$ cat config.mk
export PLATFORM = sky130hd
export DESIGN_NAME = bptc_cfg
export DESIGN_NICKNAME = d
export VERILOG_FILES = /design/src/rtl/assert_macros.svh /design/src/rtl/bptc_pkg.sv /design/src/rtl/bptc_cfg.sv
export SDC_FILE = /design/constraint.sdc
export NUM_CORES = 1
export LEC_CHECK = 0
export BUFFER_PORTS_ARGS = -buffer_cell sky130_fd_sc_hd__buf_2
export CORE_MARGIN = 4
export CORE_UTILIZATION = 45
export DETAILED_ROUTE_END_ITERATION = 10
export PLACE_DENSITY = 0.72
export SKIP_CTS_REPAIR_TIMING = 1
export SYNTH_ARGS = -nofsm -noshare
export SYNTH_HDL_FRONTEND = slang
export SYNTH_SLANG_ARGS = --single-unit
$ cat constraint.sdc
create_clock -name clk -period 1.41 [get_ports clk]
set_clock_uncertainty 0.15 [all_clocks]
set_input_delay 0.282 -clock clk [delete_from_list [all_inputs] [get_ports clk]]
set_output_delay 0.282 -clock clk [all_outputs]
set_load 0.01 [all_outputs]
$ cat src/rtl/assert_macros.svh
// Assertion macros shared by the RTL of the barometric compensation block.
// Synthesis builds see empty bodies; simulation sees concurrent assertions.
`ifndef ASSERT_MACROS_SVH
`define ASSERT_MACROS_SVH
`ifndef SYNTHESIS
// Property checked on every rising edge outside reset.
`define BPTC_ASSERT(lbl, clk, rst_n, prop, msg) \
  lbl: assert property (@(posedge clk) disable iff (!rst_n) prop) else $error(msg);
// Signal must be low on the edge after a reset edge.
`define BPTC_ASSERT_RST(lbl, clk, rst_n, sig, msg) \
  lbl: assert property (@(posedge clk) !rst_n |=> !(sig)) else $error(msg);
`else
`define BPTC_ASSERT(lbl, clk, rst_n, prop, msg)
`define BPTC_ASSERT_RST(lbl, clk, rst_n, sig, msg)
`endif
`endif

$ cat src/rtl/bptc_pkg.sv
// Package for the barometric pressure/temperature compensation block:
// field widths, shift amounts, register indexes and inter-module structs.
// No dependencies.
package bptc_pkg;

  localparam int RAW_W   = 24;
  localparam int CAL_W   = 16;
  localparam int TEMP_W  = 19;
  localparam int PRES_W  = 32;
  localparam int IN_W    = 2 * RAW_W;
  localparam int OUT_W   = 56;
  localparam int CFG_A_W = 3;

  localparam int TEMP_SHIFT = 23;
  localparam int OFF_SHIFT  = 7;
  localparam int SENS_SHIFT = 8;
  localparam int SQ_SHIFT   = 31;
  localparam int P_SHIFT1   = 21;
  localparam int P_SHIFT2   = 15;

  // first-order datapath
  localparam int DT_W    = RAW_W + 2;
  localparam int PROD_W  = DT_W + CAL_W + 1;
  localparam int SQ_W    = 2 * DT_W;
  localparam int T2_W    = 18;
  localparam int OFF1_W  = PROD_W - OFF_SHIFT;
  localparam int SENS1_W = 36;

  // second-order datapath
  localparam int DIF_W  = TEMP_W + 1;
  localparam int SQT_W  = 36;
  localparam int CORR_W = SQT_W + 4;
  localparam int OFF_W  = 40;
  localparam int SENS_W = 40;

  // pressure datapath, SENS split as hi * 2^21 + lo
  localparam int SLO_W = P_SHIFT1;
  localparam int SHI_W = SENS_W - SLO_W;
  localparam int HI_PW = RAW_W + 1 + SHI_W;
  localparam int LO_PW = RAW_W + SLO_W;
  localparam int ACC_W = HI_PW + 1;
  localparam int Q_W   = 48;

  localparam logic signed [TEMP_W-1:0] TEMP_REF  = 19'sd2000;
  localparam logic signed [TEMP_W-1:0] TEMP_COLD = -19'sd1500;

  typedef enum logic [CFG_A_W-1:0] {
    CFG_C1 = 3'd0,
    CFG_C2 = 3'd1,
    CFG_C3 = 3'd2,
    CFG_C4 = 3'd3,
    CFG_C5 = 3'd4,
    CFG_C6 = 3'd5
  } cfg_addr_t;

  typedef struct packed {
    logic [CAL_W-1:0] c1;
    logic [CAL_W-1:0] c2;
    logic [CAL_W-1:0] c3;
    logic [CAL_W-1:0] c4;
    logic [CAL_W-1:0] c5;
    logic [CAL_W-1:0] c6;
  } cal_t;

  typedef struct packed {
    logic [RAW_W-1:0]          d1;
    logic signed [TEMP_W-1:0]  temp1;
    logic [T2_W-1:0]           t2;
    logic signed [OFF1_W-1:0]  off1;
    logic signed [SENS1_W-1:0] sens1;
  } first_t;

  typedef struct packed {
    logic [RAW_W-1:0]         d1;
    logic signed [TEMP_W-1:0] temp;
    logic signed [OFF_W-1:0]  off;
    logic signed [SENS_W-1:0] sens;
  } second_t;

endpackage

$ cat src/rtl/bptc_cfg.sv
// Calibration word registers written through the plain write port.
// Depends on bptc_pkg.
module bptc_cfg
  import bptc_pkg::*;
(
  input  logic               clk,
  input  logic               rst_n,
  input  logic               cfg_we,
  input  logic [CFG_A_W-1:0] cfg_addr,
  input  logic [CAL_W-1:0]   cfg_wdata,
  output cal_t               cal
);

  cal_t cal_r;

  always_ff @(posedge clk) begin
    if (!rst_n) begin
      cal_r <= '0;
    end else if (cfg_we) begin
      unique case (cfg_addr)
        CFG_C1:  cal_r.c1 <= cfg_wdata;
        CFG_C2:  cal_r.c2 <= cfg_wdata;
        CFG_C3:  cal_r.c3 <= cfg_wdata;
        CFG_C4:  cal_r.c4 <= cfg_wdata;
        CFG_C5:  cal_r.c5 <= cfg_wdata;
        CFG_C6:  cal_r.c6 <= cfg_wdata;
        default: ;  // unused indexes are dropped
      endcase
    end
  end

  assign cal = cal_r;

endmodule

==> out/qor.txt <==
TIMING
----------------------------------------------------------------------------------------
Number of failing hold endpoints at the final stage                                    0
Post-route setup TNS                                                                0 ns
Max Freq                                                                       0.772 GHz
Actual slew at the worst max-slew pin                                           0.309 ns
Portion of the clock cycle consumed by the worst path in the final layout          0.918
Final setup violating endpoints                                                        0
Post-route minimum period                                                        1.29 ns
Worst slew margin relative to its limit                                            0.794
Max Transition Viols Final                                                             0
Setup repair after global routing missed its margin                                   no

PLACE
----------------------------------------------------------------------------------------
Area after detailed placement                                                   4260 µm²
Number of cells after detailed placement                                             537
Routability-driven placement congestion ratio                                      0.732
Count of buffers inserted at the top-level ports                                     117
Post-detail-place hpwl                                                           5940 µm

SETUP PATH
----------------------------------------------------------------------------------------
Maximum fanout along the worst path                                                    2
Worst path buffer plus inverter count                                                  1
Data arrival time of the critical path                                           0.86 ns
WP data required                                                                 0.98 ns
Highest cell delay on the worst timing path                                      0.37 ns
Critical Path Start Type                                                        register
WS Path Type                                                                register to primary output
Kind of cell with the highest combined delay on the critical path             flip-flops
Slowest stage cell, crit path                                                    dfxtp_1
Critical path endpoint category                                             primary output
Series of cell instances along the critical path                                   buf_2

FINISH
----------------------------------------------------------------------------------------
Final nets                                                                           471
Most common cell after layout, fill and taps aside                                 buf_2
Commonest cells after routing, fill and taps aside                          116 x buf_2, 112 x nand2_1, 96 x mux2i_1, 96 x dfxtp_1, 9 x clkbuf_8
Filler-free cell count of the finished design                                        553
Largest register FFs                                                                  96
Antenna Diode Count                                                                    0
Area growth syn-to-layout                                                          26.9%
Share of final-layout standard cells stronger than drive strength 1                0.319
Post-route cell area                                                            4440 µm²

LOGIC SYNTHESIS
----------------------------------------------------------------------------------------
Synth Net Count                                                                      356
FF+latch count, synth                                                                 96
Avg Synthesized Cell Area                                                       10.5 µm²
Area share of and/or/nand/nor cells after synthesis                                0.138
Fraction of the mapped netlist area in adder cells                                     0
Portion of netlist area occupied by mux cells                                      0.275
Distinct cell type count of the synthesized netlist                                   13
Cells after Synth                                                                    334
Yosys warning count                                                                    0
Combinational family with the most area after synthesis                     multiplexers
Share of the yosys chip area belonging to registers                                0.550
XOR/XNOR Fraction of Synth Area                                                        0
Compound-cell area share of the yosys netlist                                          0
Summed instance area of the synthesized netlist                                 3490 µm²

GRT
----------------------------------------------------------------------------------------
Total congestion overflow                                                              0
Met1 track demand over resource                                                    0.235
Global-route wire length before repair                                          12900 µm
Met2 usage                                                                         0.290
Maximum number of pins on one net before global-route repair                          44
Via count of the first global-routing pass                                          2564
Initial antenna violation count                                                        0
Most Used Layer, Global Route                                                       met2
Overall Global Routing Usage                                                       0.184
Global-route met3 utilization                                                     0.0594

POWER AND IR DROP
----------------------------------------------------------------------------------------
IR drop worst, VDD                                                                510 µV
Power Dens Cells                                                             1080 nW/µm²
Leakage                                                                          2.48 nW

CLOCKING
----------------------------------------------------------------------------------------
CTS tree                                                                           built
Clock buffer count from CTS                                                            9
Sinks on Clock Net                                                                    96
Clock latency reported for the late side of the worst-skew pair                  0.34 ns
CTS Root Cell                                                                   clkbuf_8
H-tree lvl count                                                                       3
Worst-path clk slew                                                              0.09 ns
Maximum root-to-sink buffer count                                                      2

DETAILED ROUTING
----------------------------------------------------------------------------------------
Aggregate routed wire length                                                     8350 µm
Average detailed-routed wire length per instance                                 15.1 µm
Number of design rule violations left after detail routing                             0
Drt via density                                                                     4.80
Detailed-router iteration count before antenna repair                                  4
Iter 0 DRT Violations                                                                 62
Total number of vias                                                                2656
Post-route ant nets                                                                    0

FLOORPLAN
----------------------------------------------------------------------------------------
Placeable core region                                                           7410 µm²
Chip Width                                                                       96.1 µm
Initial Utilization                                                                0.472
Number of placed I/O pins                                                            118
Height of the chip                                                               96.1 µm
# rows                                                                                31
Die footprint                                                                   9240 µm²

OUTCOME
----------------------------------------------------------------------------------------
Outcome                                                                     complete, no violations

FLOW RUN
----------------------------------------------------------------------------------------
Max-cap check violation count                                                          0

WORST HOLD PATH
----------------------------------------------------------------------------------------
Min-delay worst type                                                        input pin to register

## cells by family (layout without fill, tap and decap cells)
group	Yosys count	count (layout)
muxes	96	96
buffers and inverters	24	144
and+or+nand+nor	118	118
DFF	96	96
## worst paths after layout
kind                  end  slack (ns)  cells past startpoint          from
setup / recovery  cal[74]        0.12                      1       cal[74]
hold / removal    cal[35]        0.16                      3  cfg_wdata[3]
setup reg to reg  cal[54]        0.64                      2       cal[54]
hold reg to reg   cal[18]        0.31                      2       cal[18]
## stage by stage
step           hold slack, ns  power, mW  utilization  setup WS, ns
2_1_floorplan           0.329       3.07            -       -0.0563
3_3_place_gp            0.289       3.24        0.576        -0.128
3_5_place_dp            0.298       3.25        0.576        -0.148
4_1_cts                 0.149       4.82        0.599         0.110
5_1_grt                 0.159       4.99        0.599        0.0632
6_report                0.159       4.78        0.599         0.115
## worst reg2reg max path, delay by kind of cell (launching register included)
kind             cells  cell delay [ns]
AND/OR/NAND/NOR      1             0.05
flip-flops           1             0.35
multiplexers         1             0.15
## layout make-up
type	count	area, µm²
Clock buffer	10	128
Clock inverter	6	43.8
Fill cell	643	2970
Multi-Input combinational cell	214	1450
Timing Repair Buffer	128	771
Sequential cell	96	1920
Tap cell	99	124
## synthesized netlist by cell type
master / n / area (µm²)
nand2_1: 112 / 420
dfxtp_1: 96 / 1920
mux2i_1: 96 / 961
clkbuf_1: 11 / 41.3
buf_2: 9 / 45.0
nand4b_1: 2 / 17.5
nand4bb_1: 2 / 22.5
and4bb_2: 1 / 12.5
buf_1: 1 / 3.75
buf_12: 1 / 20.0
buf_4: 1 / 7.51
buf_6: 1 / 11.3
or4b_1: 1 / 10.0
## power breakdown
| part | switching [mW] | internal, mW | leakage, nW | total [mW] |
|---|---|---|---|---|
| clock | 0.943 | 0.653 | 0.0870 | 1.60 |
| combinational | 0.224 | 0.163 | 1.62 | 0.386 |
| sequential | 0.0303 | 2.77 | 0.777 | 2.80 |
## per-layer routing
layer  vias to the layer above  part of all wire
li1                       1342                 -
met1                      1235              0.44
met2                        74              0.47
met3                         5             0.080
met4                         0            0.0067
met5                         -                 0
No activity file was read; power rests on OpenSTA's default activity.
