[src/rtl/assert_macros.svh]
// Assertion macros shared by the RTL of the barometric compensation block.
// Synthesis builds see empty bodies; simulation sees concurrent assertions.
`ifndef ASSERT_MACROS_SVH
`define ASSERT_MACROS_SVH
`ifndef SYNTHESIS
// Property checked on every rising edge outside reset.
`define BPTC_ASSERT(lbl, clk, rst_n, prop, msg) \
  lbl: assert property (@(posedge clk) disable iff (!rst_n) prop) else $error(msg);
// Signal must be low on the edge after a reset edge.
`define BPTC_ASSERT_RST(lbl, clk, rst_n, sig, msg) \
  lbl: assert property (@(posedge clk) !rst_n |=> !(sig)) else $error(msg);
`else
`define BPTC_ASSERT(lbl, clk, rst_n, prop, msg)
`define BPTC_ASSERT_RST(lbl, clk, rst_n, sig, msg)
`endif
`endif

[src/rtl/bptc_pkg.sv]
// Package for the barometric pressure/temperature compensation block:
// field widths, shift amounts, register indexes and inter-module structs.
// No dependencies.
package bptc_pkg;

  localparam int RAW_W   = 24;
  localparam int CAL_W   = 16;
  localparam int TEMP_W  = 19;
  localparam int PRES_W  = 32;
  localparam int IN_W    = 2 * RAW_W;
  localparam int OUT_W   = 56;
  localparam int CFG_A_W = 3;

  localparam int TEMP_SHIFT = 23;
  localparam int OFF_SHIFT  = 7;
  localparam int SENS_SHIFT = 8;
  localparam int SQ_SHIFT   = 31;
  localparam int P_SHIFT1   = 21;
  localparam int P_SHIFT2   = 15;

  // first-order datapath
  localparam int DT_W    = RAW_W + 2;
  localparam int PROD_W  = DT_W + CAL_W + 1;
  localparam int SQ_W    = 2 * DT_W;
  localparam int T2_W    = 18;
  localparam int OFF1_W  = PROD_W - OFF_SHIFT;
  localparam int SENS1_W = 36;

  // second-order datapath
  localparam int DIF_W  = TEMP_W + 1;
  localparam int SQT_W  = 36;
  localparam int CORR_W = SQT_W + 4;
  localparam int OFF_W  = 40;
  localparam int SENS_W = 40;

  // pressure datapath, SENS split as hi * 2^21 + lo
  localparam int SLO_W = P_SHIFT1;
  localparam int SHI_W = SENS_W - SLO_W;
  localparam int HI_PW = RAW_W + 1 + SHI_W;
  localparam int LO_PW = RAW_W + SLO_W;
  localparam int ACC_W = HI_PW + 1;
  localparam int Q_W   = 48;

  localparam logic signed [TEMP_W-1:0] TEMP_REF  = 19'sd2000;
  localparam logic signed [TEMP_W-1:0] TEMP_COLD = -19'sd1500;

  typedef enum logic [CFG_A_W-1:0] {
    CFG_C1 = 3'd0,
    CFG_C2 = 3'd1,
    CFG_C3 = 3'd2,
    CFG_C4 = 3'd3,
    CFG_C5 = 3'd4,
    CFG_C6 = 3'd5
  } cfg_addr_t;

  typedef struct packed {
    logic [CAL_W-1:0] c1;
    logic [CAL_W-1:0] c2;
    logic [CAL_W-1:0] c3;
    logic [CAL_W-1:0] c4;
    logic [CAL_W-1:0] c5;
    logic [CAL_W-1:0] c6;
  } cal_t;

  typedef struct packed {
    logic [RAW_W-1:0]          d1;
    logic signed [TEMP_W-1:0]  temp1;
    logic [T2_W-1:0]           t2;
    logic signed [OFF1_W-1:0]  off1;
    logic signed [SENS1_W-1:0] sens1;
  } first_t;

  typedef struct packed {
    logic [RAW_W-1:0]         d1;
    logic signed [TEMP_W-1:0] temp;
    logic signed [OFF_W-1:0]  off;
    logic signed [SENS_W-1:0] sens;
  } second_t;

endpackage

[src/rtl/bptc_first.sv]
// First-order stages: dT, the four dT products, then TEMP, OFF, SENS and T2.
// Three register stages with bubble-collapsing valids. Depends on bptc_pkg.
module bptc_first
  import bptc_pkg::*;
(
  input  logic             clk,
  input  logic             rst_n,
  input  cal_t             cal,
  input  logic             up_valid,
  output logic             up_ready,
  input  logic [RAW_W-1:0] raw_pressure,
  input  logic [RAW_W-1:0] raw_temperature,
  output logic             down_valid,
  input  logic             down_ready,
  output first_t           down_data
);

  logic [2:0] v_r;
  logic [3:0] en;

  assign en[3] = down_ready;
  assign en[2] = !v_r[2] || en[3];
  assign en[1] = !v_r[1] || en[2];
  assign en[0] = !v_r[0] || en[1];

  always_ff @(posedge clk) begin
    if (!rst_n) begin
      v_r <= '0;
    end else begin
      if (en[0]) v_r[0] <= up_valid;
      if (en[1]) v_r[1] <= v_r[0];
      if (en[2]) v_r[2] <= v_r[1];
    end
  end

  // stage A
  logic signed [DT_W-1:0] dt_nxt, dt_r;
  logic [RAW_W-1:0]       d1_a_r;

  assign dt_nxt = $signed({2'b00, raw_temperature}) - $signed({2'b00, cal.c5, 8'h00});

  // stage B
  logic signed [PROD_W-1:0] prod_t_nxt, prod_off_nxt, prod_sens_nxt;
  logic signed [PROD_W-1:0] prod_t_r, prod_off_r, prod_sens_r;
  logic signed [SQ_W-1:0]   sq_nxt, sq_r;
  logic [RAW_W-1:0]         d1_b_r;

  assign prod_t_nxt    = dt_r * $signed({1'b0, cal.c6});
  assign prod_off_nxt  = dt_r * $signed({1'b0, cal.c4});
  assign prod_sens_nxt = dt_r * $signed({1'b0, cal.c3});
  assign sq_nxt        = dt_r * dt_r;

  // stage C
  first_t down_nxt, down_r;

  always_comb begin
    down_nxt.d1    = d1_b_r;
    down_nxt.temp1 = TEMP_REF + $signed(prod_t_r[TEMP_SHIFT+TEMP_W-1:TEMP_SHIFT]);
    down_nxt.t2    = sq_r[SQ_SHIFT+T2_W-1:SQ_SHIFT];
    down_nxt.off1  = $signed({4'b0000, cal.c2, 16'h0000})
                   + $signed(prod_off_r[PROD_W-1:OFF_SHIFT]);
    down_nxt.sens1 = $signed({5'b00000, cal.c1, 15'h0000})
                   + $signed({prod_sens_r[PROD_W-1], prod_sens_r[PROD_W-1:SENS_SHIFT]});
  end

  always_ff @(posedge clk) begin
    if (en[0]) begin
      dt_r   <= dt_nxt;
      d1_a_r <= raw_pressure;
    end
    if (en[1]) begin
      prod_t_r    <= prod_t_nxt;
      prod_off_r  <= prod_off_nxt;
      prod_sens_r <= prod_sens_nxt;
      sq_r        <= sq_nxt;
      d1_b_r      <= d1_a_r;
    end
    if (en[2]) begin
      down_r <= down_nxt;
    end
  end

  assign up_ready   = en[0];
  assign down_valid = v_r[2];
  assign down_data  = down_r;

endmodule

[config.mk]
export PLATFORM = sky130hd
export DESIGN_NAME = bptc_first
export DESIGN_NICKNAME = d
export VERILOG_FILES = /design/src/rtl/assert_macros.svh /design/src/rtl/bptc_pkg.sv /design/src/rtl/bptc_first.sv
export SDC_FILE = /design/constraint.sdc
export NUM_CORES = 2
export LEC_CHECK = 0
export BUFFER_PORTS_ARGS = -buffer_cell sky130_fd_sc_hd__buf_2
export CAP_MARGIN = 40
export CORE_ASPECT_RATIO = 0.7
export CORE_MARGIN = 2
export CORE_UTILIZATION = 25
export CTS_CLUSTER_DIAMETER = 200
export DETAILED_ROUTE_END_ITERATION = 10
export GPL_TIMING_DRIVEN = 0
export PLACE_DENSITY = 0.38
export SLEW_MARGIN = 20
export SYNTH_ARGS = -nofsm -noshare
export SYNTH_HDL_FRONTEND = slang
export SYNTH_SLANG_ARGS = --single-unit
[constraint.sdc]
create_clock -name clk -period 18.64 [get_ports clk]
set_clock_uncertainty 0.15 [all_clocks]
set_input_delay 1.864 -clock clk [delete_from_list [all_inputs] [get_ports clk]]
set_output_delay 1.864 -clock clk [all_outputs]
set_load 0.05 [all_outputs]
==> results.toml <==
[placement]
dp_worst_setup_slack_ns = 8.11
port_buffers = 279
gp_congestion = 0.936
hpwl_um = 239000

[sta]
setup_slack_ns = 7.93
rsz0062_at_grt = "no"
relSlewSlack_pct = 36.1
worst-slew-pin-transition_ns = 0.958
finalCritPeriodShare_pct = 57.5
hold_viol = 0
timing.hold.ws_ns = 0.251
final_max_slew_viol_count = 0
min_period_ns = 10.71
setup_viol = 0
tns_ns = 0
max_clock_freq_mhz = 93.4

[synth]
syn-num-nets = 9710
synth-seq-cells = 315
synth_mux_area_share_pct = 0.0276
ys.flop_type = "edfxtp_1"
syn_area_um2 = 72600
synthDistinctLibCells = 73
synthXorXnorAreaFrac_pct = 2.26
synth-simple-area-share_pct = 12.4
synth.avg_cell_area_um2 = 9.96
yosys_warnings = 0
synth_compound_area_share_pct = 2.97
synth_fa_ha_area_share_pct = 57.4
synth_edf_count = 312
async_reset_ff_share_pct = 0
netlist_instances = 7293
synth_top_family_by_area = "adder cells"
synth-seq-area-share_pct = 13.0

[cells_and_area]
drive_gt1_share_pct = 7.48
layout_common_cells = "2013 x inv_1, 1767 x fa_1, 942 x nand2_1"
nFillCells = 30756
nets = 10143
multi_input_area_um2 = 54500
regArea_um2 = 9430
fin_util_pct = 28.4
syn_to_final_growth_pct = 12.9
layout_commonest_cell = "inv_1"

[die]
die_area_um2 = 295000
die_h_um = 455
row_count = 165
initial_utilization_pct = 25.1
coreArea_um2 = 289000
ios = 283
fp.dieW_um = 648

[setup_path]
cp-end-kind = "flip-flop"
crit_type = "flip-flop to flip-flop"
slowest_delay_ns = 0.72
critPathLaunchType = "flip-flop"
crit_required_ns = 18.88
cp_slowest_cell = "clkbuf_1"
crit_arrival_ns = 10.95
critPathMaxFanout = 10

[clock_tree]
cts_sinks = 315
post-cts-setup-buffer-count = 0
cts_buffers = 43
cts.reportedPaths.clkPinSlew_ns = 0.06
clkLatencyLatePin_ns = 0.68
postCtsHoldBufs = 0
cts_buffer_depth = 3
cts_tree = "done"
cts_max_level = 2
post_cts_resize_count = 0
cts_root_buffer = "clkbuf_16"

[routing]
antenna_left = 0
num_vias = 50650
drcViolationCount = 0
first_iter_violations = 3998
routed_wirelength_um = 278000
drt-pass1-iter-count = 5
viasPerCell = 4.36
wire_per_inst_um = 23.9

[status]
outcome = "completed"

[global_routing]
first_global_vias = 53802
track_usage_pct = 19.3
antenna_found_initial = 74
grt_pass1_wl_um = 400000
grt_max_degree = 72
grt_overflow_total = 0

[flow_run]
maxCapViolCount = 0

[hold_path]
hold_class = "flip-flop to flip-flop"
-- routing by layer --
layer,track usage [%],share of wire [%],up-vias
met5,0,0.031,-
met4,3.20,1.9,14
met3,5.13,9.2,207
met2,27.7,41,1816
met1,29.1,48,26564
li1,-,-,22049
-- final cells by class --
class                      instances  share of cell area (%)
sequential                       315                    11.5
buffer                           299                    1.53
antenna                           26                  0.0794
timing repair buffer             388                    3.51
clock inverter                    24                   0.357
multi-input combinational       4665                    66.5
clock buffer                      51                    1.38
tap                             3841                    5.86
inverter                        2014                    9.23
-- cell usage after synthesis, drive strengths merged (6+ instances only) --
master	instances	share of area, %
ha	502	8.6
or3	6	0.052
and3	22	0.19
a211oi	12	0.13
inv	2014	10
o21ai	55	0.38
nor3	36	0.25
a21o	36	0.37
nor2b	41	0.35
nand4	17	0.15
xnor2	134	1.6
nor2	128	0.66
a21boi	14	0.14
o211ai	11	0.11
nand2	944	4.9
fa	1767	49
and2	616	5.3
nand2b	21	0.18
a211o	9	0.11
o2111ai	7	0.084
xor2	53	0.64
a31oi	14	0.12
a21oi	91	0.63
clkbuf	296	1.5
o21a	27	0.28
nand3	33	0.23
edfxtp	312	13
-- kinds of logic (layout without fill, tap and decap cells) --
logic type | count (synthesis) | in the layout
other | 0 | 26
buffers and inverters | 2313 | 2776
AND/OR/NAND/NOR | 1883 | 1883
flip-flops | 315 | 315
XOR/XNOR | 187 | 187
multiplexers | 2 | 2
AO/OA/AOI/OAI | 324 | 324
adder cells (fa/ha/maj) | 2269 | 2269
-- flip-flops by register name (all words and copies together) (netlist names) --
name         count
prod_sens_r     34
d1_b_r          24
d1_a_r          24
v_r              3
down_data      133
sq_r            18
prod_t_r        19
dt_r            25
prod_off_r      35
-- worst max-delay path, delay by kind of cell, from the launching register on --
family	cells	cell delay (ns)
adder cells (fa/ha/maj)	8	3.87
AND/OR/NAND/NOR	2	0.35
buffers and inverters	11	2.47
flip-flops	1	0.48
AO/OA/AOI/OAI	9	3.06
-- worst paths after layout --
check	slack (ns)	to	cells past startpoint	start
setup reg to reg	7.93	sq_r[48]$_DFFE_PP_	30	dt_r[2]$_DFFE_PP_
hold reg to reg	0.25	down_data[77]$_DFFE_PP_	0	sq_r[36]$_DFFE_PP_
setup / recovery	7.93	sq_r[48]$_DFFE_PP_	30	dt_r[2]$_DFFE_PP_
hold / removal	0.25	down_data[77]$_DFFE_PP_	0	sq_r[36]$_DFFE_PP_
-- through the flow --
step | instance area, µm² | cells
2_1_floorplan | 72600 | 7293
3_3_place_gp | 78800 | 11413
3_5_place_dp | 80200 | 11501
4_1_cts | 81600 | 11576
5_1_grt | 81900 | 11601
6_report | 82000 | 11623
Power is not shown: default switching activity piles up to over one toggle a cycle in this logic, so the estimate is an artifact.
