[config.mk]
export PLATFORM = sky130hd
export DESIGN_NAME = bptc_press
export DESIGN_NICKNAME = d
export VERILOG_FILES = /design/src/rtl/bptc_pkg.sv /design/src/rtl/bptc_press.sv
export VERILOG_INCLUDE_DIRS = /design/src /design/src/rtl
export SDC_FILE = /design/constraint.sdc
export NUM_CORES = 2
export LEC_CHECK = 0
export ABC_AREA = 1
export BUFFER_PORTS_ARGS = -buffer_cell sky130_fd_sc_hd__buf_4
export CAP_MARGIN = 20
export CELL_PAD_IN_SITES_DETAIL_PLACEMENT = 1
export CELL_PAD_IN_SITES_GLOBAL_PLACEMENT = 2
export CORE_ASPECT_RATIO = 0.6
export CORE_MARGIN = 8
export CORE_UTILIZATION = 32
export DETAILED_ROUTE_END_ITERATION = 10
export PLACE_DENSITY_LB_ADDON = 0.08
export SYNTH_ARGS = -nofsm -noshare
export SYNTH_HDL_FRONTEND = slang
export SYNTH_SLANG_ARGS = --single-unit
[constraint.sdc]
create_clock -name clk -period 11.8 [get_ports clk]
set_clock_uncertainty 0.05 [all_clocks]
set_input_delay 1.18 -clock clk [delete_from_list [all_inputs] [get_ports clk]]
set_output_delay 1.18 -clock clk [all_outputs]
set_load 0.01 [all_outputs]
[src/rtl/assert_macros.svh]
// Assertion macros shared by the RTL of the barometric compensation block.
// Synthesis builds see empty bodies; simulation sees concurrent assertions.
`ifndef ASSERT_MACROS_SVH
`define ASSERT_MACROS_SVH
`ifndef SYNTHESIS
// Property checked on every rising edge outside reset.
`define BPTC_ASSERT(lbl, clk, rst_n, prop, msg) \
  lbl: assert property (@(posedge clk) disable iff (!rst_n) prop) else $error(msg);
// Signal must be low on the edge after a reset edge.
`define BPTC_ASSERT_RST(lbl, clk, rst_n, sig, msg) \
  lbl: assert property (@(posedge clk) !rst_n |=> !(sig)) else $error(msg);
`else
`define BPTC_ASSERT(lbl, clk, rst_n, prop, msg)
`define BPTC_ASSERT_RST(lbl, clk, rst_n, sig, msg)
`endif
`endif

[src/rtl/bptc_pkg.sv]
// Package for the barometric pressure/temperature compensation block:
// field widths, shift amounts, register indexes and inter-module structs.
// No dependencies.
package bptc_pkg;

  localparam int RAW_W   = 24;
  localparam int CAL_W   = 16;
  localparam int TEMP_W  = 19;
  localparam int PRES_W  = 32;
  localparam int IN_W    = 2 * RAW_W;
  localparam int OUT_W   = 56;
  localparam int CFG_A_W = 3;

  localparam int TEMP_SHIFT = 23;
  localparam int OFF_SHIFT  = 7;
  localparam int SENS_SHIFT = 8;
  localparam int SQ_SHIFT   = 31;
  localparam int P_SHIFT1   = 21;
  localparam int P_SHIFT2   = 15;

  // first-order datapath
  localparam int DT_W    = RAW_W + 2;
  localparam int PROD_W  = DT_W + CAL_W + 1;
  localparam int SQ_W    = 2 * DT_W;
  localparam int T2_W    = 18;
  localparam int OFF1_W  = PROD_W - OFF_SHIFT;
  localparam int SENS1_W = 36;

  // second-order datapath
  localparam int DIF_W  = TEMP_W + 1;
  localparam int SQT_W  = 36;
  localparam int CORR_W = SQT_W + 4;
  localparam int OFF_W  = 40;
  localparam int SENS_W = 40;

  // pressure datapath, SENS split as hi * 2^21 + lo
  localparam int SLO_W = P_SHIFT1;
  localparam int SHI_W = SENS_W - SLO_W;
  localparam int HI_PW = RAW_W + 1 + SHI_W;
  localparam int LO_PW = RAW_W + SLO_W;
  localparam int ACC_W = HI_PW + 1;
  localparam int Q_W   = 48;

  localparam logic signed [TEMP_W-1:0] TEMP_REF  = 19'sd2000;
  localparam logic signed [TEMP_W-1:0] TEMP_COLD = -19'sd1500;

  typedef enum logic [CFG_A_W-1:0] {
    CFG_C1 = 3'd0,
    CFG_C2 = 3'd1,
    CFG_C3 = 3'd2,
    CFG_C4 = 3'd3,
    CFG_C5 = 3'd4,
    CFG_C6 = 3'd5
  } cfg_addr_t;

  typedef struct packed {
    logic [CAL_W-1:0] c1;
    logic [CAL_W-1:0] c2;
    logic [CAL_W-1:0] c3;
    logic [CAL_W-1:0] c4;
    logic [CAL_W-1:0] c5;
    logic [CAL_W-1:0] c6;
  } cal_t;

  typedef struct packed {
    logic [RAW_W-1:0]          d1;
    logic signed [TEMP_W-1:0]  temp1;
    logic [T2_W-1:0]           t2;
    logic signed [OFF1_W-1:0]  off1;
    logic signed [SENS1_W-1:0] sens1;
  } first_t;

  typedef struct packed {
    logic [RAW_W-1:0]         d1;
    logic signed [TEMP_W-1:0] temp;
    logic signed [OFF_W-1:0]  off;
    logic signed [SENS_W-1:0] sens;
  } second_t;

endpackage

[src/rtl/bptc_press.sv]
// Pressure stages: D1*SENS as two partial products, the >>21 sum, then
// (... - OFF) >>15 into the output register. Depends on bptc_pkg, assert_macros.svh.
`include "assert_macros.svh"
module bptc_press
  import bptc_pkg::*;
(
  input  logic                     clk,
  input  logic                     rst_n,
  input  logic                     up_valid,
  output logic                     up_ready,
  input  second_t                  up_data,
  output logic                     down_valid,
  input  logic                     down_ready,
  output logic signed [TEMP_W-1:0] temperature,
  output logic signed [PRES_W-1:0] pressure
);

  logic [2:0] v_r;
  logic [3:0] en;

  assign en[3] = down_ready;
  assign en[2] = !v_r[2] || en[3];
  assign en[1] = !v_r[1] || en[2];
  assign en[0] = !v_r[0] || en[1];

  always_ff @(posedge clk) begin
    if (!rst_n) begin
      v_r <= '0;
    end else begin
      if (en[0]) v_r[0] <= up_valid;
      if (en[1]) v_r[1] <= v_r[0];
      if (en[2]) v_r[2] <= v_r[1];
    end
  end

  // stage A: SENS = hi * 2^21 + lo, lo unsigned
  logic signed [HI_PW-1:0] pm_hi_nxt, pm_hi_r;
  logic [LO_PW-1:0]        pm_lo_nxt, pm_lo_r;
  logic signed [OFF_W-1:0] off_a_r, off_b_r;
  logic signed [TEMP_W-1:0] temp_a_r, temp_b_r;

  assign pm_hi_nxt = $signed({1'b0, up_data.d1}) * $signed(up_data.sens[SENS_W-1:SLO_W]);
  assign pm_lo_nxt = up_data.d1 * up_data.sens[SLO_W-1:0];

  // stage B: floor(D1*SENS / 2^21) exactly
  logic signed [ACC_W-1:0] acc_nxt, acc_r;

  assign acc_nxt = ACC_W'(pm_hi_r)
                 + $signed({{(ACC_W-(LO_PW-SLO_W)){1'b0}}, pm_lo_r[LO_PW-1:SLO_W]});

  // stage C
  logic signed [Q_W-1:0]    q;
  logic signed [PRES_W-1:0] pres_nxt, pres_r;
  logic signed [TEMP_W-1:0] temp_r;

  assign q        = Q_W'(acc_r) - Q_W'(off_b_r);
  assign pres_nxt = q[P_SHIFT2+PRES_W-1:P_SHIFT2];

  always_ff @(posedge clk) begin
    if (en[0]) begin
      pm_hi_r  <= pm_hi_nxt;
      pm_lo_r  <= pm_lo_nxt;
      off_a_r  <= up_data.off;
      temp_a_r <= up_data.temp;
    end
    if (en[1]) begin
      acc_r    <= acc_nxt;
      off_b_r  <= off_a_r;
      temp_b_r <= temp_a_r;
    end
    if (en[2]) begin
      pres_r <= pres_nxt;
      temp_r <= temp_b_r;
    end
  end

  assign up_ready    = en[0];
  assign down_valid  = v_r[2];
  assign temperature = temp_r;
  assign pressure    = pres_r;

  `BPTC_ASSERT_RST(a_rst_empty, clk, rst_n, |v_r, "pipeline valid set after reset")
  `BPTC_ASSERT(a_hold_result, clk, rst_n, v_r[2] && !down_ready |=> v_r[2], "result dropped")
  `BPTC_ASSERT(a_empty_ready, clk, rst_n, !v_r[0] |-> up_ready, "empty stage refuses data")

endmodule

==> impl_metrics.toml <==
[outcome]
result_of_the_run = "finished, final reports clean"

[synth]
synthFlopType = "edfxtp_1"
synth_async_sr_flop_share_pct = 0
synth_edf_count = 281
post-synth-top-area-fraction_pct = 33.3
syn-instance-count = 5887
mappedNetlistArea_sq_um = 47400
synth.area.mux_share_pct = 0
synth-simple-area-share_pct = 18.8
synthesis.area_per_instance_sq_um = 8.04
synth_top_cell_by_area = "fa_1"
post_synth_num_cell_types = 42
synth_top_family_by_area = "adder cells"
synth_nets = 7194
synth_adder_area_share_pct = 43.7
synth_xor_xnor_area_share_pct = 1.44
synth_common_cells = "nand2_1 (1644), inv_1 (1591), fa_1 (788)"
synthMostInstantiatedCell = "nand2_1"
yosysWarnings = 0
synth_compound_area_share_pct = 4.03
postSynthRegisterBits = 284
synth-seq-area-share_pct = 17.9
synth_top_cells_by_area = "fa_1 (33%), edfxtp_1 (18%), nand2_1 (13%)"

[drt]
route.antenna.remaining_nets = 0
final_routed_wire_length_divided_by_cell_count_microns = 22.3
drc_errors = 0
routed_wirelength_microns = 176000
route.vias.total = 37500
route.detailed.vias_per_inst = 4.76
dr.first_iter.drc_count = 2683
drt_pass1_iterations = 5

[worst_hold_path]
hp-class = "reg -> reg"
hold_start = "off_a_r[15]$_DFFE_PP_"

[sta]
setup_ws_ns = 4.61
tightestPinTransition_ns = 1.11
final-max-slew-violation-count = 0
final_hold_viol_count = 0
min_period_over_period_pct = 60.9
max_slew_margin_pct = 25.0
setup_repair_after_global_routing_missed_its_margin = "no"
maxClockFrequency_ghz = 0.139
setup_total_negative_slack_ns = 0
final-setup-viol-count = 0
finalWorstPathRequiredPeriod_ns = 7.19

[clock_tree]
clkLatencyLatePin_ns = 0.64
cts_setup_buffers = 0
numClockSinks = 284
post_cts_resize_count = 0
htree_num_levels = 1
cts_inserted_buffers = 26
postCtsHoldBufs = 0
buffer_depth_of_the_longest_clock_path = 3
clk_transition_reported_paths_ns = 0.08
cts.root.buffer_cell = "clkbuf_16"
clock_tree_from_tritoncts = "done"

[global_route]
antenna_found_initial = 8
grt_first_pass_wirelength_microns = 266000
vias_in_the_first_global_route = 40200
grt_overflow_total = 0
gr-usage-all-layers_pct = 21.9
maximum_number_of_pins_on_one_net_before_global_route_repair = 65

[critical_path]
slowest_delay_ns = 0.59
cpLargestDelayFamily = "adder cells"
worstPathRequired_ns = 12.12
rr_startpoint = "v_r[2]$_SDFFE_PN0P_"
worst-path-buf-inv = 4
worstSetupStartpoint = "up_data[113]"
crit_slowest_cell = "fa_1"
cp_data_arrival_time_ns = 7.51
criticalPathCategory = "in -> reg"
timing.critical_path.to_type = "register"
startpoint_type = "input port"
timing.critical_path.cells = "buf_4 -> nand2_1 -> fa_1 -> inv_1 -> fa_1 -> inv_1 -> fa_1 -> inv_1 -> fa_1 -> fa_1 -> fa_1 -> fa_1 -> ha_1 -> nand2_1 -> nor2_1 -> nand2_1 -> nor4_2 -> nand3_1 -> nand4_1 -> nand2_1"
cpMostUsedCell = "fa_1"
critPathMaxFanout = 40

[placed_design]
detailedPlace.worstSlack_ns = 3.97
gp_congestion = 0.867
port_buffers = 179
dp_hpwl_microns = 143000

[floorplanning]
area_of_the_core_sq_um = 147000
floorplan.rows = 109
floorplan.die_area_sq_um = 161000
die_x_microns = 513
die_h_microns = 314
initial_core_util_pct = 32.2
top_level_ports = 180

[final_layout]
fraction_of_layout_instances_using_a_drive_strength_above_1_pct = 5.13
share_of_the_core_filled_with_cells_in_the_final_layout_pct = 35.0
area_growth_pct = 8.78
nets_finish = 7234

[job]
maxCapViolCount = 0
==> layout make-up <==
type | count | area (sq um)
clock buffer | 30 | 686
tap | 1942 | 2430
inverter | 1596 | 5990
multi-input combinational | 3829 | 32200
sequential | 284 | 8500
antenna | 2 | 5.00
clock inverter | 18 | 269
fill | 17600 | 95600
timing repair buffer | 190 | 1430
==> layout by cell type, fill, tap and decap left out, drive strengths merged <==
cell      count
nor3         37
o21bai       19
ha          392
and3          2
fa          788
a21oi       197
or2          12
clkbuf       30
buf         190
a21o          9
nand4        39
o21a         16
o211ai        5
bufinv        5
nor2        315
o22ai         1
clkinvlp      2
o21ai        93
nand3b        7
diode         2
nor4         10
edfxtp      281
xnor2        26
a21boi        5
inv        1597
a31oi         4
nand3       134
dfxtp         3
clkinv       10
nand2      1664
and2          2
xor2         52
==> sequential cells by signal, summed over array words and instances (netlist names) <==
register / count
temperature: 19
pressure: 31
v_r: 3
pm_hi_r: 44
acc_r: 45
off_b_r: 40
pm_lo_r: 24
temp_b_r: 19
temp_a_r: 19
off_a_r: 40
==> path summary, 6_finish.rpt <==
check	to	slack (ns)	cells past startpoint
setup / recovery	pm_hi_r[41]$_DFFE_PP_	4.61	20
hold / removal	off_b_r[15]$_DFFE_PP_	0.37	0
setup reg to reg	pm_hi_r[41]$_DFFE_PP_	8.75	6
hold reg to reg	off_b_r[15]$_DFFE_PP_	0.37	0
==> cell families after synthesis <==
| group | count (synthesis) |
|---|---|
| buf+inv | 1774 |
| flops | 284 |
| simple gates | 2222 |
| compound gates | 349 |
| fa+ha+maj | 1180 |
| xor+xnor | 78 |
==> metal layers <==
| layer | wire length (microns) | vias up | GRT usage, % |
|---|---|---|---|
| met1 | 96200 | 19200 | 36.1 |
| met2 | 66700 | 842 | 29.8 |
| met4 | 1930 | 0 | 2.14 |
| met3 | 11500 | 95 | 4.13 |
| met5 | 0 | - | 0 |
| li1 | - | 17400 | - |
==> worst reg2reg max path, delay by kind of cell, from the launching register on <==
| family | cells | cell delay, ns |
|---|---|---|
| simple gates | 3 | 0.44 |
| buf+inv | 3 | 1.78 |
| flops | 1 | 0.33 |
==> through the flow <==
step / cell area (sq um) / cells / hold WS, ns
after floorplan: 47400 / 5887 / 0.350
after global placement: 50600 / 7841 / 0.351
final: 51500 / 7891 / 0.369
after CTS: 51500 / 7889 / 0.367
after detailed placement: 50600 / 7841 / 0.355
after global routing: 51500 / 7890 / 0.375
Power is not shown: default switching activity piles up to over one toggle a cycle in this logic, so the estimate is an artifact.
