--- src/rtl/assert_macros.svh ---
// Assertion macros shared by the RTL of the barometric compensation block.
// Synthesis builds see empty bodies; simulation sees concurrent assertions.
`ifndef ASSERT_MACROS_SVH
`define ASSERT_MACROS_SVH
`ifndef SYNTHESIS
// Property checked on every rising edge outside reset.
`define BPTC_ASSERT(lbl, clk, rst_n, prop, msg) \
  lbl: assert property (@(posedge clk) disable iff (!rst_n) prop) else $error(msg);
// Signal must be low on the edge after a reset edge.
`define BPTC_ASSERT_RST(lbl, clk, rst_n, sig, msg) \
  lbl: assert property (@(posedge clk) !rst_n |=> !(sig)) else $error(msg);
`else
`define BPTC_ASSERT(lbl, clk, rst_n, prop, msg)
`define BPTC_ASSERT_RST(lbl, clk, rst_n, sig, msg)
`endif
`endif

--- src/rtl/bptc_pkg.sv ---
// Package for the barometric pressure/temperature compensation block:
// field widths, shift amounts, register indexes and inter-module structs.
// No dependencies.
package bptc_pkg;

  localparam int RAW_W   = 24;
  localparam int CAL_W   = 16;
  localparam int TEMP_W  = 19;
  localparam int PRES_W  = 32;
  localparam int IN_W    = 2 * RAW_W;
  localparam int OUT_W   = 56;
  localparam int CFG_A_W = 3;

  localparam int TEMP_SHIFT = 23;
  localparam int OFF_SHIFT  = 7;
  localparam int SENS_SHIFT = 8;
  localparam int SQ_SHIFT   = 31;
  localparam int P_SHIFT1   = 21;
  localparam int P_SHIFT2   = 15;

  // first-order datapath
  localparam int DT_W    = RAW_W + 2;
  localparam int PROD_W  = DT_W + CAL_W + 1;
  localparam int SQ_W    = 2 * DT_W;
  localparam int T2_W    = 18;
  localparam int OFF1_W  = PROD_W - OFF_SHIFT;
  localparam int SENS1_W = 36;

  // second-order datapath
  localparam int DIF_W  = TEMP_W + 1;
  localparam int SQT_W  = 36;
  localparam int CORR_W = SQT_W + 4;
  localparam int OFF_W  = 40;
  localparam int SENS_W = 40;

  // pressure datapath, SENS split as hi * 2^21 + lo
  localparam int SLO_W = P_SHIFT1;
  localparam int SHI_W = SENS_W - SLO_W;
  localparam int HI_PW = RAW_W + 1 + SHI_W;
  localparam int LO_PW = RAW_W + SLO_W;
  localparam int ACC_W = HI_PW + 1;
  localparam int Q_W   = 48;

  localparam logic signed [TEMP_W-1:0] TEMP_REF  = 19'sd2000;
  localparam logic signed [TEMP_W-1:0] TEMP_COLD = -19'sd1500;

  typedef enum logic [CFG_A_W-1:0] {
    CFG_C1 = 3'd0,
    CFG_C2 = 3'd1,
    CFG_C3 = 3'd2,
    CFG_C4 = 3'd3,
    CFG_C5 = 3'd4,
    CFG_C6 = 3'd5
  } cfg_addr_t;

  typedef struct packed {
    logic [CAL_W-1:0] c1;
    logic [CAL_W-1:0] c2;
    logic [CAL_W-1:0] c3;
    logic [CAL_W-1:0] c4;
    logic [CAL_W-1:0] c5;
    logic [CAL_W-1:0] c6;
  } cal_t;

  typedef struct packed {
    logic [RAW_W-1:0]          d1;
    logic signed [TEMP_W-1:0]  temp1;
    logic [T2_W-1:0]           t2;
    logic signed [OFF1_W-1:0]  off1;
    logic signed [SENS1_W-1:0] sens1;
  } first_t;

  typedef struct packed {
    logic [RAW_W-1:0]         d1;
    logic signed [TEMP_W-1:0] temp;
    logic signed [OFF_W-1:0]  off;
    logic signed [SENS_W-1:0] sens;
  } second_t;

endpackage

--- src/rtl/bptc_second.sv ---
// Second-order correction stages: squares of the temperature offsets, the
// OFF2/SENS2 terms, then the corrected OFF and SENS. Depends on bptc_pkg.
module bptc_second
  import bptc_pkg::*;
(
  input  logic    clk,
  input  logic    rst_n,
  input  logic    up_valid,
  output logic    up_ready,
  input  first_t  up_data,
  output logic    down_valid,
  input  logic    down_ready,
  output second_t down_data
);

  logic [2:0] v_r;
  logic [3:0] en;

  assign en[3] = down_ready;
  assign en[2] = !v_r[2] || en[3];
  assign en[1] = !v_r[1] || en[2];
  assign en[0] = !v_r[0] || en[1];

  always_ff @(posedge clk) begin
    if (!rst_n) begin
      v_r <= '0;
    end else begin
      if (en[0]) v_r[0] <= up_valid;
      if (en[1]) v_r[1] <= v_r[0];
      if (en[2]) v_r[2] <= v_r[1];
    end
  end

  // stage A: range flags, squares, corrected temperature
  logic                       low_nxt, cold_nxt;
  logic signed [DIF_W-1:0]    da, db, temp2_full;
  logic signed [2*DIF_W-1:0]  f_nxt, g_nxt;
  logic signed [TEMP_W-1:0]   temp_nxt;

  assign low_nxt    = up_data.temp1 < TEMP_REF;
  assign cold_nxt   = up_data.temp1 < TEMP_COLD;
  assign da         = DIF_W'(up_data.temp1) - DIF_W'(TEMP_REF);
  assign db         = DIF_W'(up_data.temp1) - DIF_W'(TEMP_COLD);
  assign f_nxt      = da * da;
  assign g_nxt      = db * db;
  assign temp2_full = DIF_W'(up_data.temp1)
                    - $signed({{(DIF_W-T2_W){1'b0}}, up_data.t2});
  assign temp_nxt   = low_nxt ? temp2_full[TEMP_W-1:0] : up_data.temp1;

  logic                      low_a_r, cold_a_r;
  logic [SQT_W-1:0]          f_r, g_r;
  logic signed [TEMP_W-1:0]  temp_a_r;
  logic signed [OFF1_W-1:0]  off1_a_r;
  logic signed [SENS1_W-1:0] sens1_a_r;
  logic [RAW_W-1:0]          d1_a_r;

  // stage B: 5f/2 + 7g and 5f/4 + 11g/2, zero at or above 20.00 C
  logic [CORR_W-1:0] f5, g7, g11, off2_nxt, sens2_nxt;

  always_comb begin
    f5  = {4'b0000, f_r} + {2'b00, f_r, 2'b00};
    g7  = {1'b0, g_r, 3'b000} - {4'b0000, g_r};
    g11 = {1'b0, g_r, 3'b000} + {3'b000, g_r, 1'b0} + {4'b0000, g_r};
    off2_nxt  = '0;
    sens2_nxt = '0;
    if (low_a_r) begin
      off2_nxt  = (f5 >> 1) + (cold_a_r ? g7 : '0);
      sens2_nxt = (f5 >> 2) + (cold_a_r ? (g11 >> 1) : '0);
    end
  end

  logic [CORR_W-1:0]         off2_r, sens2_r;
  logic signed [TEMP_W-1:0]  temp_b_r;
  logic signed [OFF1_W-1:0]  off1_b_r;
  logic signed [SENS1_W-1:0] sens1_b_r;
  logic [RAW_W-1:0]          d1_b_r;

  // stage C
  second_t down_nxt, down_r;

  always_comb begin
    down_nxt.d1   = d1_b_r;
    down_nxt.temp = temp_b_r;
    down_nxt.off  = OFF_W'(off1_b_r) - $signed(off2_r);
    down_nxt.sens = SENS_W'(sens1_b_r) - $signed(sens2_r);
  end

  always_ff @(posedge clk) begin
    if (en[0]) begin
      low_a_r   <= low_nxt;
      cold_a_r  <= cold_nxt;
      f_r       <= f_nxt[SQT_W-1:0];
      g_r       <= g_nxt[SQT_W-1:0];
      temp_a_r  <= temp_nxt;
      off1_a_r  <= up_data.off1;
      sens1_a_r <= up_data.sens1;
      d1_a_r    <= up_data.d1;
    end
    if (en[1]) begin
      off2_r    <= off2_nxt;
      sens2_r   <= sens2_nxt;
      temp_b_r  <= temp_a_r;
      off1_b_r  <= off1_a_r;
      sens1_b_r <= sens1_a_r;
      d1_b_r    <= d1_a_r;
    end
    if (en[2]) begin
      down_r <= down_nxt;
    end
  end

  assign up_ready   = en[0];
  assign down_valid = v_r[2];
  assign down_data  = down_r;

endmodule

--- config.mk ---
export PLATFORM = sky130hd
export DESIGN_NAME = bptc_second
export DESIGN_NICKNAME = d
export VERILOG_FILES = /design/src/rtl/assert_macros.svh /design/src/rtl/bptc_pkg.sv /design/src/rtl/bptc_second.sv
export SDC_FILE = /design/constraint.sdc
export NUM_CORES = 2
export LEC_CHECK = 0
export ABC_AREA = 1
export BUFFER_PORTS_ARGS = -buffer_cell sky130_fd_sc_hd__buf_2
export CORE_UTILIZATION = 60
export CTS_CLUSTER_SIZE = 14
export DETAILED_ROUTE_END_ITERATION = 10
export PLACE_DENSITY = 0.88
export SLEW_MARGIN = 25
export SYNTH_ARGS = -nofsm -noshare
export SYNTH_HDL_FRONTEND = slang
export SYNTH_SLANG_ARGS = --single-unit
--- constraint.sdc ---
create_clock -name clk -period 11.5 [get_ports clk]
set_input_delay 1.15 -clock clk [delete_from_list [all_inputs] [get_ports clk]]
set_output_delay 1.15 -clock clk [all_outputs]
set_load 0.05 [all_outputs]
==> qor.yml <==
run_status:
  status: "finished, final reports clean"
cts:
  clock_latency_ns: 0.66
  post-cts-setup-buffer-count: 0
  postCtsResizedCells: 0
  numCtsBuffers: 55
  clockBufferDepth: 3
  cts_tree: "yes"
  postCtsHoldBufs: 0
  cts_root_buf: "clkbuf_16"
  cts.sink_count: 505
  path_clk_slew_ns: 0.07
  cts_max_level: 2
final_layout:
  final_common_cell: "inv_1"
  design_area_um2: 64900
  nFillCells: 8057
  fin_util_pct: 65.5
  fin_nets: 8667
  most-common-layout-cells: "inv_1, nand2_1, nor2_1"
  drive_gt1_share_pct: 6.62
  final_cells: 8648
  area_growth_pct: 7.66
synthesis:
  synth_area_leader_cell: "edfxtp_1"
  synth_area_um2: 60300
  syn_inst: 7056
  synthArstFlopShare_pct: 0
  synthTopCellsByArea: "edfxtp_1, fa_1, ha_1, inv_1, nand2_1"
  synth_edf_count: 502
  ys_types: 67
  synth.ff_latch_count: 505
  ys.flop_type: "edfxtp_1"
  yosys_warnings: 0
  yosys.area.top_type_share_pct: 25.0
  yosysSeqAreaShare_pct: 25.1
  syn_avg_cell_area_um2: 8.54
global_routing:
  grt_pass1_vias: 51600
  overflow: 0
  track_usage_pct: 35.0
  antenna_found_initial: 0
  grt_max_degree: 78
  grt_pass1_wl_mm: 276
sta:
  max_slew.worst_pin.slew_ns: 1.14
  hold_violations: 0
  rsz0062_at_grt: "no"
  setup_viol: 0
  final.period_utilization_pct: 80.0
  tns_ns: 0
  relSlewSlack_pct: 23.8
  finalCriticalPeriod_ns: 9.20
  fmaxAchievable_ghz: 0.109
  slew_violations: 0
  skew_ns: 0.0283
routing:
  vias: 49400
  routed_wl_mm: 177
  drt_iter0_drc: 3792
  viasPerCell: 5.72
  post_drt_wl_per_cell_um: 20.4
  drtPass1Iterations: 7
  route.detailed.drc: 0
  antenna_left: 0
die:
  die_y_um: 319
  start_util_pct: 60.9
  core_um2: 99000
  num_rows: 115
  die-area_um2: 102000
  die_w_um: 319
  io_pins: 262
setup_path:
  startpoint_type: "input port"
  worstPathRequired_ns: 11.90
  cp_max_fo: 25
  r2r_end: "sens2_r[38]$_SDFFCE_PN0P_"
  arrival_ns: 9.60
  crit_end: "f_r[27]$_DFFE_PP_"
  end_kind: "flop"
  crit_type: "in -> reg"
  worstSetupStartpoint: "up_data[94]"
  r2r_cells: 21
  critPathMaxStageDelay_ns: 0.64
  reg2reg_slack_ns: 6.06
  crit_slowest_cell: "clkinv_1"
  path_common_cell: "fa_1"
  timing.rr.start: "g_r[4]$_DFFE_PP_"
placement:
  dpl.hpwl_mm: 147
  finalWeightedCongestion: 1.08
  placed_cell_area_um2: 63000
  dp.cells: 8546
  port_buffers: 261
job:
  drv_cap: 0
hold_path:
  hold_class: "reg -> reg"
[worst max-delay path: cells and delay by family]
kind	cells	cell delay (ns)
adders and majority gates	9	4.24
and+or+nand+nor	13	1.90
AOI/OAI and AO/OA	2	0.42
buffers and inverters	7	1.87
[how the worst min path moves through the flow]
stage	from	end	slack, ns	depth (start not counted)
6_report	d1_a_r[13]$_DFFE_PP_	d1_b_r[13]$_DFFE_PP_	0.40	0
5_1_grt	d1_a_r[13]$_DFFE_PP_	d1_b_r[13]$_DFFE_PP_	0.41	0
4_1_cts	d1_a_r[13]$_DFFE_PP_	d1_b_r[13]$_DFFE_PP_	0.39	0
3_5_place_dp	d1_a_r[15]$_DFFE_PP_	d1_b_r[15]$_DFFE_PP_	0.40	0
3_3_place_gp	d1_a_r[5]$_DFFE_PP_	d1_b_r[5]$_DFFE_PP_	0.40	0
2_1_floorplan	d1_a_r[0]$_DFFE_PP_	d1_b_r[0]$_DFFE_PP_	0.40	0
[sequential cells by signal, indices dropped and copies added (netlist names)]
name       count
cold_a_r       1
d1_a_r        24
d1_b_r        24
down_data    123
f_r           35
g_r           33
low_a_r        1
off1_a_r      36
off1_b_r      36
off2_r        40
sens1_a_r     36
sens1_b_r     36
sens2_r       39
temp_a_r      19
temp_b_r      19
v_r            3
[synth_stat cells, types with 20 or more instances]
cell type and number:
nor4_1 25, nor2_1 861, nor3_1 62, o21ai_0 336
xnor2_1 77, xor2_1 134, ha_1 471, nand2_2 20
nand2_1 1047, clkbuf_1 47, a31oi_1 53, o21bai_1 53
edfxtp_1 502, inv_1 1509, nand4_1 51, a21o_1 69
nand3_1 204, a21oi_1 516, o21a_1 32, fa_1 743
[per-layer routing]
layer | track usage (%) | part of all wire (%) | vias to the layer above
met5 | 0 | 0 | -
met4 | 20.4 | 6.5 | 0
met3 | 5.09 | 6.8 | 516
met2 | 61.0 | 49 | 2127
met1 | 41.2 | 38 | 23800
li1 | - | - | 23000
[cells by family after synthesis]
group                    after synthesis  synth area share [%]
other                                  1               0.00622
flip-flops                           505                  25.1
XOR/XNOR                             216                  3.21
buffers and inverters               1619                  10.3
AND/OR/NAND/NOR                     2335                  16.0
AO/OA/AOI/OAI                       1166                  10.9
adder cells (fa/ha/maj)             1214                  34.5
[final cells by class]
type	instances	area [µm²]	area share, %
inverter	1538	5790	8.93
tap	1287	1610	2.48
clock inverter	31	462	0.712
antenna	1	2.50	0.00386
sequential	505	15100	23.3
clock buffer	70	1430	2.21
timing repair buffer	283	1470	2.27
multi-input combinational	4933	39000	60.1
[through the flow]
stage / hold WS (ns) / setup slack, ns
6_report: 0.405 / 2.30
3_5_place_dp: 0.405 / 1.78
2_1_floorplan: 0.400 / 1.94
3_3_place_gp: 0.400 / 2.10
4_1_cts: 0.393 / 2.48
5_1_grt: 0.408 / 1.78
Power is not shown: default switching activity piles up to over one toggle a cycle in this logic, so the estimate is an artifact.
